**config.mk**
```make
export PLATFORM = sky130hd
export DESIGN_NAME = http_message_framer_unit_flat
export DESIGN_NICKNAME = d
export VERILOG_FILES = /design/src/rtl/hmf_pkg.sv /design/src/rtl/hmf_if.sv /design/src/rtl/hmf_h1.sv /design/src/rtl/hmf_mode.sv /design/src/rtl/http_message_framer_unit.sv /design/src/flat_wrapper.sv
export SDC_FILE = /design/constraint.sdc
export NUM_CORES = 1
export LEC_CHECK = 0
export ABC_CLOCK_PERIOD_IN_PS = 11100
export BUFFER_PORTS_ARGS = -buffer_cell sky130_fd_sc_hd__buf_2
export CORE_MARGIN = 5
export CORE_UTILIZATION = 50
export CTS_BUF_LIST = sky130_fd_sc_hd__clkbuf_8
export DETAILED_ROUTE_END_ITERATION = 8
export PLACE_DENSITY_LB_ADDON = 0.12
export SYNTH_ARGS = -nofsm -noshare
export SYNTH_HDL_FRONTEND = slang
export SYNTH_HIERARCHICAL = 1
export SYNTH_SLANG_ARGS = --single-unit
export TNS_END_PERCENT = 5
```
**constraint.sdc**
```tcl
create_clock -name i_clk -period 11.1 [get_ports i_clk]
set_input_delay 1.665 -clock i_clk [delete_from_list [all_inputs] [get_ports i_clk]]
set_output_delay 1.665 -clock i_clk [all_outputs]
set_load 0.01 [all_outputs]
```
**src/rtl/hmf_pkg.sv**
```systemverilog
// Shared types, character codes and constant tables of the HTTP message framer.
package hmf_pkg;

    localparam int PREFACE_LEN      = 24;
    localparam int PREFACE_HEAD_LEN = 18;
    localparam int NAME_LEN         = 14;
    localparam int MSG_LEN_W        = 32;

    localparam logic [7:0] CH_LF    = 8'h0a;
    localparam logic [7:0] CH_CR    = 8'h0d;
    localparam logic [7:0] CH_SPACE = 8'h20;
    localparam logic [7:0] CH_COLON = 8'h3a;
    localparam logic [7:0] CH_ZERO  = 8'h30;
    localparam logic [7:0] CH_NINE  = 8'h39;
    localparam logic [7:0] CH_UP_A  = 8'h41;
    localparam logic [7:0] CH_UP_Z  = 8'h5a;
    localparam logic [7:0] CASE_OFS = 8'h20;

    typedef enum logic [1:0] {
        PROTO_NONE = 2'd0,
        PROTO_H1   = 2'd1,
        PROTO_H2   = 2'd2
    } t_protocol;

    typedef struct packed {
        logic step;
        logic restart;
        logic flush;
    } t_h1_ctl;

    typedef struct packed {
        logic                 msg_end;
        logic [MSG_LEN_W-1:0] msg_len;
    } t_h1_stat;

    function automatic logic [7:0] preface_char(input logic [4:0] idx);
        logic [7:0] c;
        case (idx)
            5'd0:    c = 8'h50;
            5'd1:    c = 8'h52;
            5'd2:    c = 8'h49;
            5'd3:    c = 8'h20;
            5'd4:    c = 8'h2a;
            5'd5:    c = 8'h20;
            5'd6:    c = 8'h48;
            5'd7:    c = 8'h54;
            5'd8:    c = 8'h54;
            5'd9:    c = 8'h50;
            5'd10:   c = 8'h2f;
            5'd11:   c = 8'h32;
            5'd12:   c = 8'h2e;
            5'd13:   c = 8'h30;
            5'd14:   c = 8'h0d;
            5'd15:   c = 8'h0a;
            5'd16:   c = 8'h0d;
            5'd17:   c = 8'h0a;
            5'd18:   c = 8'h53;
            5'd19:   c = 8'h4d;
            5'd20:   c = 8'h0d;
            5'd21:   c = 8'h0a;
            5'd22:   c = 8'h0d;
            5'd23:   c = 8'h0a;
            default: c = 8'h00;
        endcase
        return c;
    endfunction

    function automatic logic [7:0] name_char(input logic [3:0] idx);
        logic [7:0] c;
        case (idx)
            4'd0:    c = 8'h63;
            4'd1:    c = 8'h6f;
            4'd2:    c = 8'h6e;
            4'd3:    c = 8'h74;
            4'd4:    c = 8'h65;
            4'd5:    c = 8'h6e;
            4'd6:    c = 8'h74;
            4'd7:    c = 8'h2d;
            4'd8:    c = 8'h6c;
            4'd9:    c = 8'h65;
            4'd10:   c = 8'h6e;
            4'd11:   c = 8'h67;
            4'd12:   c = 8'h74;
            4'd13:   c = 8'h68;
            default: c = 8'h00;
        endcase
        return c;
    endfunction

endpackage

```
**src/rtl/hmf_if.sv**
```systemverilog
// Valid/ready stream interfaces for the connection bytes and the framing results.
interface hmf_in_if;
    logic       valid;
    logic       ready;
    logic [7:0] byte_value;
    logic       new_connection;

    modport source (output valid, output byte_value, output new_connection, input ready);
    modport sink (input valid, input byte_value, input new_connection, output ready);
endinterface

interface hmf_out_if;
    logic        valid;
    logic        ready;
    logic        message_end;
    logic [31:0] msg_length;
    logic [1:0]  protocol;

    modport source (output valid, output message_end, output msg_length,
                    output protocol, input ready);
    modport sink (input valid, input message_end, input msg_length,
                  input protocol, output ready);
endinterface

```
**src/rtl/hmf_h1.sv**
```systemverilog
// HTTP/1 framing state: header line scan, Content-Length parse and body countdown.
module hmf_h1
    import hmf_pkg::*;
#(
    parameter int LENGTH_WIDTH = 32
) (
    input  logic     i_clk,
    input  logic     i_rst_n,
    input  logic [7:0] i_byte,
    input  t_h1_ctl  i_ctl,
    output t_h1_stat o_stat
);

    localparam int PW = LENGTH_WIDTH + 4;

    logic [MSG_LEN_W-1:0]    r_count, n_count, c_count;
    logic [1:0]              r_crlf, n_crlf, c_crlf;
    logic                    r_in_body, n_in_body, c_in_body;
    logic [3:0]              r_name_idx, n_name_idx, c_name_idx;
    logic                    r_colon, n_colon, c_colon;
    logic                    r_skip, n_skip, c_skip;
    logic                    r_started, n_started, c_started;
    logic                    r_done, n_done, c_done;
    logic                    r_found, n_found, c_found;
    logic [LENGTH_WIDTH-1:0] r_acc, n_acc, c_acc;
    logic [LENGTH_WIDTH-1:0] r_body, n_body, c_body;

    logic [MSG_LEN_W-1:0]    count_inc;
    logic [LENGTH_WIDTH-1:0] body_dec;
    logic [LENGTH_WIDTH-1:0] cl;
    logic [7:0]              lc;
    logic                    is_digit;
    logic [3:0]              digit;
    logic [PW-1:0]           prod;
    logic                    ovf;
    logic                    msg_end;

    always_comb begin
        c_count    = i_ctl.restart ? '0 : r_count;
        c_crlf     = i_ctl.restart ? '0 : r_crlf;
        c_in_body  = i_ctl.restart ? 1'b0 : r_in_body;
        c_name_idx = i_ctl.restart ? '0 : r_name_idx;
        c_colon    = i_ctl.restart ? 1'b0 : r_colon;
        c_skip     = i_ctl.restart ? 1'b0 : r_skip;
        c_started  = i_ctl.restart ? 1'b0 : r_started;
        c_done     = i_ctl.restart ? 1'b0 : r_done;
        c_found    = i_ctl.restart ? 1'b0 : r_found;
        c_acc      = i_ctl.restart ? '0 : r_acc;
        c_body     = i_ctl.restart ? '0 : r_body;
    end

    assign count_inc = (c_count == '1) ? c_count : c_count + MSG_LEN_W'(1);
    assign body_dec  = c_body - LENGTH_WIDTH'(1);
    assign lc        = (i_byte inside {[CH_UP_A:CH_UP_Z]}) ? i_byte + CASE_OFS : i_byte;
    assign is_digit  = i_byte inside {[CH_ZERO:CH_NINE]};
    assign digit     = 4'(i_byte - CH_ZERO);
    assign prod      = (PW'(c_acc) << 3) + (PW'(c_acc) << 1) + PW'(digit);
    assign ovf       = |prod[PW-1:LENGTH_WIDTH];

    always_comb begin
        n_count    = count_inc;
        n_crlf     = c_crlf;
        n_in_body  = c_in_body;
        n_name_idx = c_name_idx;
        n_colon    = c_colon;
        n_skip     = c_skip;
        n_started  = c_started;
        n_done     = c_done;
        n_found    = c_found;
        n_acc      = c_acc;
        n_body     = c_body;
        msg_end    = 1'b0;
        cl         = '0;

        if (c_in_body) begin
            n_body  = body_dec;
            msg_end = (body_dec == '0);
        end else begin
            if (i_byte == CH_LF) begin
                n_colon    = 1'b0;
                n_skip     = 1'b0;
                n_started  = 1'b0;
                n_done     = 1'b0;
                n_name_idx = '0;
            end else if (!c_skip) begin
                if (!c_colon) begin
                    if (i_byte == CH_COLON) begin
                        if (!c_found && c_name_idx == 4'(NAME_LEN)) begin
                            n_found = 1'b1;
                            n_acc   = '0;
                            n_colon = 1'b1;
                        end else begin
                            n_skip = 1'b1;
                        end
                    end else if (!c_found && c_name_idx < 4'(NAME_LEN) &&
                                 lc == name_char(c_name_idx)) begin
                        n_name_idx = c_name_idx + 4'd1;
                    end else begin
                        n_skip = 1'b1;
                    end
                end else if (!c_done && (c_started || i_byte != CH_SPACE)) begin
                    n_started = 1'b1;
                    if (is_digit) begin
                        if (ovf) begin
                            n_acc  = '0;
                            n_done = 1'b1;
                        end else begin
                            n_acc = prod[LENGTH_WIDTH-1:0];
                        end
                    end else begin
                        n_done = 1'b1;
                    end
                end
            end

            cl = n_found ? n_acc : '0;
            if (i_byte == CH_CR) begin
                n_crlf = (c_crlf == 2'd2) ? 2'd3 : 2'd1;
            end else if (i_byte == CH_LF && c_crlf == 2'd1) begin
                n_crlf = 2'd2;
            end else if (i_byte == CH_LF && c_crlf == 2'd3) begin
                n_crlf = 2'd0;
                if (cl == '0) begin
                    msg_end = 1'b1;
                end else begin
                    n_in_body = 1'b1;
                    n_body    = cl;
                end
            end else begin
                n_crlf = 2'd0;
            end
        end
    end

    assign o_stat.msg_end = msg_end;
    assign o_stat.msg_len = count_inc;

    always_ff @(posedge i_clk) begin
        if (!i_rst_n) begin
            r_count    <= '0;
            r_crlf     <= '0;
            r_in_body  <= 1'b0;
            r_name_idx <= '0;
            r_colon    <= 1'b0;
            r_skip     <= 1'b0;
            r_started  <= 1'b0;
            r_done     <= 1'b0;
            r_found    <= 1'b0;
            r_acc      <= '0;
            r_body     <= '0;
        end else if (i_ctl.step && i_ctl.flush) begin
            r_count    <= '0;
            r_crlf     <= '0;
            r_in_body  <= 1'b0;
            r_name_idx <= '0;
            r_colon    <= 1'b0;
            r_skip     <= 1'b0;
            r_started  <= 1'b0;
            r_done     <= 1'b0;
            r_found    <= 1'b0;
            r_acc      <= '0;
            r_body     <= '0;
        end else if (i_ctl.step) begin
            r_count    <= n_count;
            r_crlf     <= n_crlf;
            r_in_body  <= n_in_body;
            r_name_idx <= n_name_idx;
            r_colon    <= n_colon;
            r_skip     <= n_skip;
            r_started  <= n_started;
            r_done     <= n_done;
            r_found    <= n_found;
            r_acc      <= n_acc;
            r_body     <= n_body;
        end
    end

endmodule

```
**src/rtl/hmf_mode.sv**
```systemverilog
// Protocol decision: HTTP/2 preface match, deferred HTTP/1 end and result selection.
module hmf_mode
    import hmf_pkg::*;
(
    input  logic                 i_clk,
    input  logic                 i_rst_n,
    input  logic                 i_fire,
    input  logic [7:0]           i_byte,
    input  logic                 i_new_conn,
    input  t_h1_stat             i_h1,
    output t_h1_ctl              o_ctl,
    output logic                 o_msg_end,
    output logic [MSG_LEN_W-1:0] o_msg_len,
    output t_protocol            o_protocol
);

    t_protocol  r_mode, n_mode, c_mode;
    logic [4:0] r_pidx, n_pidx, c_pidx;
    logic       r_deferred, n_deferred, c_deferred;
    logic       match;
    logic       step;
    logic       flush;

    assign c_mode     = i_new_conn ? PROTO_NONE : r_mode;
    assign c_pidx     = i_new_conn ? 5'd0 : r_pidx;
    assign c_deferred = i_new_conn ? 1'b0 : r_deferred;
    assign match      = (c_pidx < 5'(PREFACE_LEN)) && (i_byte == preface_char(c_pidx));

    always_comb begin
        n_mode     = c_mode;
        n_pidx     = c_pidx;
        n_deferred = c_deferred;
        step       = 1'b0;
        flush      = 1'b0;
        o_msg_end  = 1'b0;
        o_msg_len  = '0;
        case (c_mode)
            PROTO_H2: begin
                o_msg_end = 1'b1;
                o_msg_len = MSG_LEN_W'(1);
            end
            PROTO_H1: begin
                step      = 1'b1;
                flush     = i_h1.msg_end;
                o_msg_end = i_h1.msg_end;
                o_msg_len = i_h1.msg_end ? i_h1.msg_len : '0;
            end
            PROTO_NONE: begin
                step = 1'b1;
                if (match) begin
                    flush  = i_h1.msg_end;
                    n_pidx = c_pidx + 5'd1;
                    if (i_h1.msg_end) begin
                        n_deferred = 1'b1;
                    end
                    if (n_pidx == 5'(PREFACE_LEN)) begin
                        n_mode     = PROTO_H2;
                        n_deferred = 1'b0;
                        flush      = 1'b1;
                        o_msg_end  = 1'b1;
                        o_msg_len  = MSG_LEN_W'(PREFACE_LEN);
                    end
                end else begin
                    n_mode     = PROTO_H1;
                    n_deferred = 1'b0;
                    flush      = i_h1.msg_end;
                    o_msg_end  = c_deferred || i_h1.msg_end;
                    if (c_deferred) begin
                        o_msg_len = MSG_LEN_W'(PREFACE_HEAD_LEN);
                    end else if (i_h1.msg_end) begin
                        o_msg_len = i_h1.msg_len;
                    end
                end
            end
            default: begin
                n_mode = PROTO_NONE;
            end
        endcase
    end

    assign o_ctl.step    = i_fire && step;
    assign o_ctl.restart = i_new_conn;
    assign o_ctl.flush   = flush;
    assign o_protocol    = n_mode;

    always_ff @(posedge i_clk) begin
        if (!i_rst_n) begin
            r_mode     <= PROTO_NONE;
            r_pidx     <= '0;
            r_deferred <= 1'b0;
        end else if (i_fire) begin
            r_mode     <= n_mode;
            r_pidx     <= n_pidx;
            r_deferred <= n_deferred;
        end
    end

endmodule

```
**src/rtl/http_message_framer_unit.sv**
```systemverilog
// Top level of the HTTP message framer: input register, framing logic and result register.
//
// The framer takes one connection byte per word and returns one result word for
// each byte. It accepts a byte in every cycle in which the input register is
// empty or moving on to a free or draining result register, so the sustained
// rate is one byte per cycle. An accepted byte waits in the input register until
// the result register is free or draining; then the protocol
// decision and HTTP/1 framing step write the result register. The HTTP/2
// preface check and the Content-Length parse both run in that single step, with
// the length digits folded in by a shift-and-add.
// Setting new_connection on a byte clears all connection state before that
// byte is framed. LENGTH_WIDTH sets the largest Content-Length value that is
// honored; a larger value frames as an empty body.
module http_message_framer_unit
    import hmf_pkg::*;
#(
    parameter int LENGTH_WIDTH = 32
) (
    input  logic      i_clk,
    input  logic      i_rst_n,
    hmf_in_if.sink    i_byte_stream,
    hmf_out_if.source o_msg_stream
);

    logic                 r_in_valid;
    logic [7:0]           r_in_byte;
    logic                 r_in_new;
    logic                 r_out_valid;
    logic                 r_msg_end;
    logic [MSG_LEN_W-1:0] r_msg_len;
    t_protocol            r_protocol;

    logic                 fire;
    logic                 in_take;
    t_h1_ctl              h1_ctl;
    t_h1_stat             h1_stat;
    logic                 msg_end;
    logic [MSG_LEN_W-1:0] msg_len;
    t_protocol            protocol;

    assign fire    = r_in_valid && (!r_out_valid || o_msg_stream.ready);
    assign i_byte_stream.ready = !r_in_valid || fire;
    assign in_take = i_byte_stream.valid && i_byte_stream.ready;

    always_ff @(posedge i_clk) begin
        if (!i_rst_n) begin
            r_in_valid <= 1'b0;
        end else if (in_take) begin
            r_in_valid <= 1'b1;
        end else if (fire) begin
            r_in_valid <= 1'b0;
        end
    end

    always_ff @(posedge i_clk) begin
        if (in_take) begin
            r_in_byte <= i_byte_stream.byte_value;
            r_in_new  <= i_byte_stream.new_connection;
        end
    end

    hmf_mode u_mode (
        .i_clk      (i_clk),
        .i_rst_n    (i_rst_n),
        .i_fire     (fire),
        .i_byte     (r_in_byte),
        .i_new_conn (r_in_new),
        .i_h1       (h1_stat),
        .o_ctl      (h1_ctl),
        .o_msg_end  (msg_end),
        .o_msg_len  (msg_len),
        .o_protocol (protocol)
    );

    hmf_h1 #(
        .LENGTH_WIDTH (LENGTH_WIDTH)
    ) u_h1 (
        .i_clk   (i_clk),
        .i_rst_n (i_rst_n),
        .i_byte  (r_in_byte),
        .i_ctl   (h1_ctl),
        .o_stat  (h1_stat)
    );

    always_ff @(posedge i_clk) begin
        if (!i_rst_n) begin
            r_out_valid <= 1'b0;
        end else if (fire) begin
            r_out_valid <= 1'b1;
        end else if (o_msg_stream.ready) begin
            r_out_valid <= 1'b0;
        end
    end

    always_ff @(posedge i_clk) begin
        if (fire) begin
            r_msg_end  <= msg_end;
            r_msg_len  <= msg_len;
            r_protocol <= protocol;
        end
    end

    assign o_msg_stream.valid       = r_out_valid;
    assign o_msg_stream.message_end = r_msg_end;
    assign o_msg_stream.msg_length  = r_msg_len;
    assign o_msg_stream.protocol    = r_protocol;

`ifndef SYNTH
    a_h2_every_word_ends: assert property (@(posedge i_clk) disable iff (!i_rst_n)
        (r_out_valid && r_protocol == PROTO_H2) |-> r_msg_end)
        else $error("HTTP/2 result without a message end.");

    a_no_length_without_end: assert property (@(posedge i_clk) disable iff (!i_rst_n)
        (r_out_valid && !r_msg_end) |-> (r_msg_len == '0))
        else $error("Nonzero message length on a result without a message end.");

    a_input_word_held: assert property (@(posedge i_clk) disable iff (!i_rst_n)
        (r_in_valid && !fire) |=> (r_in_valid && $stable(r_in_byte)))
        else $error("Buffered input word lost while the result side stalled.");
`endif

endmodule

```
**src/flat_wrapper.sv**
```systemverilog
// flat-port wrapper written by rule: the top's interface ports become plain ports
module http_message_framer_unit_flat import hmf_pkg::*;
#(
    parameter int LENGTH_WIDTH = 32
)
  (i_clk, i_rst_n, i_byte_stream_valid, i_byte_stream_byte_value, i_byte_stream_new_connection, i_byte_stream_ready, o_msg_stream_valid, o_msg_stream_message_end, o_msg_stream_msg_length, o_msg_stream_protocol, o_msg_stream_ready);
  hmf_in_if i_byte_stream_i ();
  hmf_out_if o_msg_stream_i ();
  input  logic i_clk;
  input  logic i_rst_n;
  input wire logic [$bits(i_byte_stream_i.valid)-1:0] i_byte_stream_valid;
  input wire logic [$bits(i_byte_stream_i.byte_value)-1:0] i_byte_stream_byte_value;
  input wire logic [$bits(i_byte_stream_i.new_connection)-1:0] i_byte_stream_new_connection;
  output wire logic [$bits(i_byte_stream_i.ready)-1:0] i_byte_stream_ready;
  output wire logic [$bits(o_msg_stream_i.valid)-1:0] o_msg_stream_valid;
  output wire logic [$bits(o_msg_stream_i.message_end)-1:0] o_msg_stream_message_end;
  output wire logic [$bits(o_msg_stream_i.msg_length)-1:0] o_msg_stream_msg_length;
  output wire logic [$bits(o_msg_stream_i.protocol)-1:0] o_msg_stream_protocol;
  input wire logic [$bits(o_msg_stream_i.ready)-1:0] o_msg_stream_ready;
  assign i_byte_stream_i.valid = i_byte_stream_valid;
  assign i_byte_stream_i.byte_value = i_byte_stream_byte_value;
  assign i_byte_stream_i.new_connection = i_byte_stream_new_connection;
  assign i_byte_stream_ready = i_byte_stream_i.ready;
  assign o_msg_stream_valid = o_msg_stream_i.valid;
  assign o_msg_stream_message_end = o_msg_stream_i.message_end;
  assign o_msg_stream_msg_length = o_msg_stream_i.msg_length;
  assign o_msg_stream_protocol = o_msg_stream_i.protocol;
  assign o_msg_stream_i.ready = o_msg_stream_ready;
  http_message_framer_unit #(.LENGTH_WIDTH(LENGTH_WIDTH)) u_core (.i_clk(i_clk), .i_rst_n(i_rst_n), .i_byte_stream(i_byte_stream_i), .o_msg_stream(o_msg_stream_i));
endmodule
```
==> reports/summary.txt <==
Post-synth EDFFs - 44
Syn Nets - 1,765
Netlist cell types - 91
fin crit share - 67.7%
CTS buffer count - 17
# diodes - 0
Total Routed Length - 37.4 mm
Clk Latency, worst-skew pair - 0.48 ns
clk_skew - 0.0221 ns
Post-synth ARST share - 0%
Crit Reg-Reg Startpoint - u_core/r_in_new
Worst path max stage delay - 0.80 ns
final hold vios - 0
gr ovfl total - 0
# resized after CTS - 0
first-pass GRT wire length - 59.9 mm
Tot GR Track Use - 24.9%
CP Data Required Time - 11.51 ns
Via density - 6.29
Leak - 0.00511 uW
most frequent cells in the layout - nor2_1, nand2_1, a21oi_1, dfxtp_1, o21ai_0
I/O pin count - 50
critical path peak fanout - 95
ys flop type - dfxtp_1
share of cells above drive strength 1 - 7.70%
Die Y - 171 um
outcome - complete, no violations
DRC - 0
final worst setup slack - 3.59 ns
vias in the first global route - 11,397
Worst setup EP type - flop
PwrDens - 90.5 mW/mm2
die area - 0.0291 mm2
Max Buffers Root-to-Sink - 2
cell area after synthesis - 0.0129 mm2
Layout area overhead - 5.79%
commonest non-fill, non-tap cell in the layout - nor2_1
1st-pass router iterations - 6
Core Area - 0.0253 mm2
Root Driver - clkbuf_8
Slew Limit Fails - 0
Avg Cell Area, Syn - 7.73 um2
hold path startpoint - u_core/u_h1/r_crlf[0]
Initial DRC Count - 1,388
setup TNS - 0 ns
slowest CP cell - nor3_4
H-Tree Level Count - 4
WL/cell - 18.9 um
critical path startpoint category - flop
Critical Path Start - u_core/r_in_new
# nets final - 1,734
CTS tree - done
Worst-path clk slew - 0.11 ns
clock sinks - 162
crit path DAT - 7.92 ns
fin crit period - 7.51 ns
fillers - 2,481
Area contributors post-synth - dfxtp_1, edfxtp_1, ha_1, nor2_1, a21oi_1
Placement Setup Slack - 3.77 ns
worst relative slew slack - 25.9%
Setup Fix Bufs, Post-CTS - 0
fmax - 133 MHz
Worst VDD drop - 0.0699 mV
Yosys top cell area share - 18.3%
Initial Utilization - 50.9%
setup violators final - 0
FF+latch count, synth - 162
DIE WIDTH - 171 um
GP Congestion - 0.948
worst-margin pin slew - 1.11 ns
Buffers on Ports - 49
RSZ-0062 raised after global routing - no
row cnt - 58
Vias - 12,457
hold crit path type - flop to flop
max cap viols - 0
part of the Yosys area used for sequential elements - 28.6%
Routed Antenna Nets - 0
Synth area leader - dfxtp_1
YS warnings - 6
post-detail-place hpwl - 26.9 mm
pin count of the biggest net entering global routing - 125
Syn Inst Count - 1,668
Hold Buf Count CTS - 0
critical path class - flop to flop
initial antenna violation count - 0
## sequential cells by signal (all words and copies together), names as in the netlist, 2 cells and up
name	cells
u_core/r_in_byte	8
u_core/u_mode/r_mode	2
u_core/u_h1/r_crlf	2
u_core/o_msg_stream.protocol	2
u_core/o_msg_stream.msg_length	32
u_core/u_h1/r_body	32
u_core/u_h1/r_name_idx	4
u_core/u_mode/r_pidx	5
u_core/u_h1/r_acc	32
u_core/u_h1/r_count	32
## critical path, delay by kind of cell, from the launching register on
kind | cells | cell delay (ns)
AOI/OAI and AO/OA | 14 | 3.14
adders and majority gates | 2 | 0.57
buffers and inverters | 4 | 1.03
DFF | 1 | 0.48
and+or+nand+nor | 7 | 2.15
## kinds of logic after synthesis
logic type / Yosys count / synth area share [%]
muxes: 23 / 1.85
and+or+nand+nor: 695 / 27.3
DFF: 162 / 28.6
AOI/OAI and AO/OA: 476 / 24.3
xor gates and xnor gates: 71 / 4.82
adders and majority gates: 84 / 8.21
buffers and inverters: 157 / 5.03
## worst paths after layout
path,to,slack [ns],cells after the start
min reg2reg,u_core/u_h1/r_crlf[0],0.49,2
max reg2reg,u_core/u_h1/r_body[12],3.59,27
max,u_core/u_h1/r_body[12],3.59,27
min,u_core/u_h1/r_crlf[0],0.49,2
## layer usage
layer  part of all wire, %  vias up  GRT usage [%]  wire length (um)
met5                     0        -              0                 0
met4                   2.1        0           7.33               772
met3                   6.0       59           3.30              2240
met2                    47      426           41.5             17500
met1                    45     5935           33.8             16800
li1                      -     6037              -                 -
## through the flow
step,cells,power (uW),utilization [%],hold slack (ns),area [um2]
5_1_grt,1980,1290,53.9,0.522,13600
2_1_floorplan,1668,745,-,0.432,12900
3_3_place_gp,1948,784,52.2,0.457,13200
6_report,1980,1230,53.9,0.487,13600
4_1_cts,1980,1240,53.9,0.485,13600
3_5_place_dp,1948,786,52.2,0.465,13200
## area by class of cell
type | instances | area [um2] | area share [%]
Inverter | 44 | 165 | 1.21
Clock inverter | 15 | 196 | 1.44
Multi-Input combinational cell | 1349 | 8590 | 63.0
Tap cell | 330 | 413 | 3.03
Sequential cell | 162 | 3680 | 27.0
Clock buffer | 17 | 234 | 1.71
Timing Repair Buffer | 63 | 363 | 2.66
## report_power, final
part | total, uW | internal, uW | switching, uW | leakage, uW
Sequential | 635 | 620 | 15.2 | 0.00136
Combinational | 140 | 43.9 | 96.5 | 0.00354
Clock | 459 | 178 | 281 | 0.000214
Total | 1230 | 842 | 393 | 0.00511
## cell usage after synthesis, types with 21 or more instances
library cell and number:
nor2_1 200, nand2_1 153, a21oi_1 126, dfxtp_1 118, o21ai_0 85, ha_1 83, clkbuf_1 80, nor3_1 53
nor2b_1 51, edfxtp_1 44, inv_1 42, nand3_1 41, xnor2_1 40, a22oi_1 39, and2_1 36, xor2_1 31
nand4_1 27, a31oi_1 26, nor4_1 23, nand2b_1 22, o211ai_1 21
(Power assumes the default switching activity.)
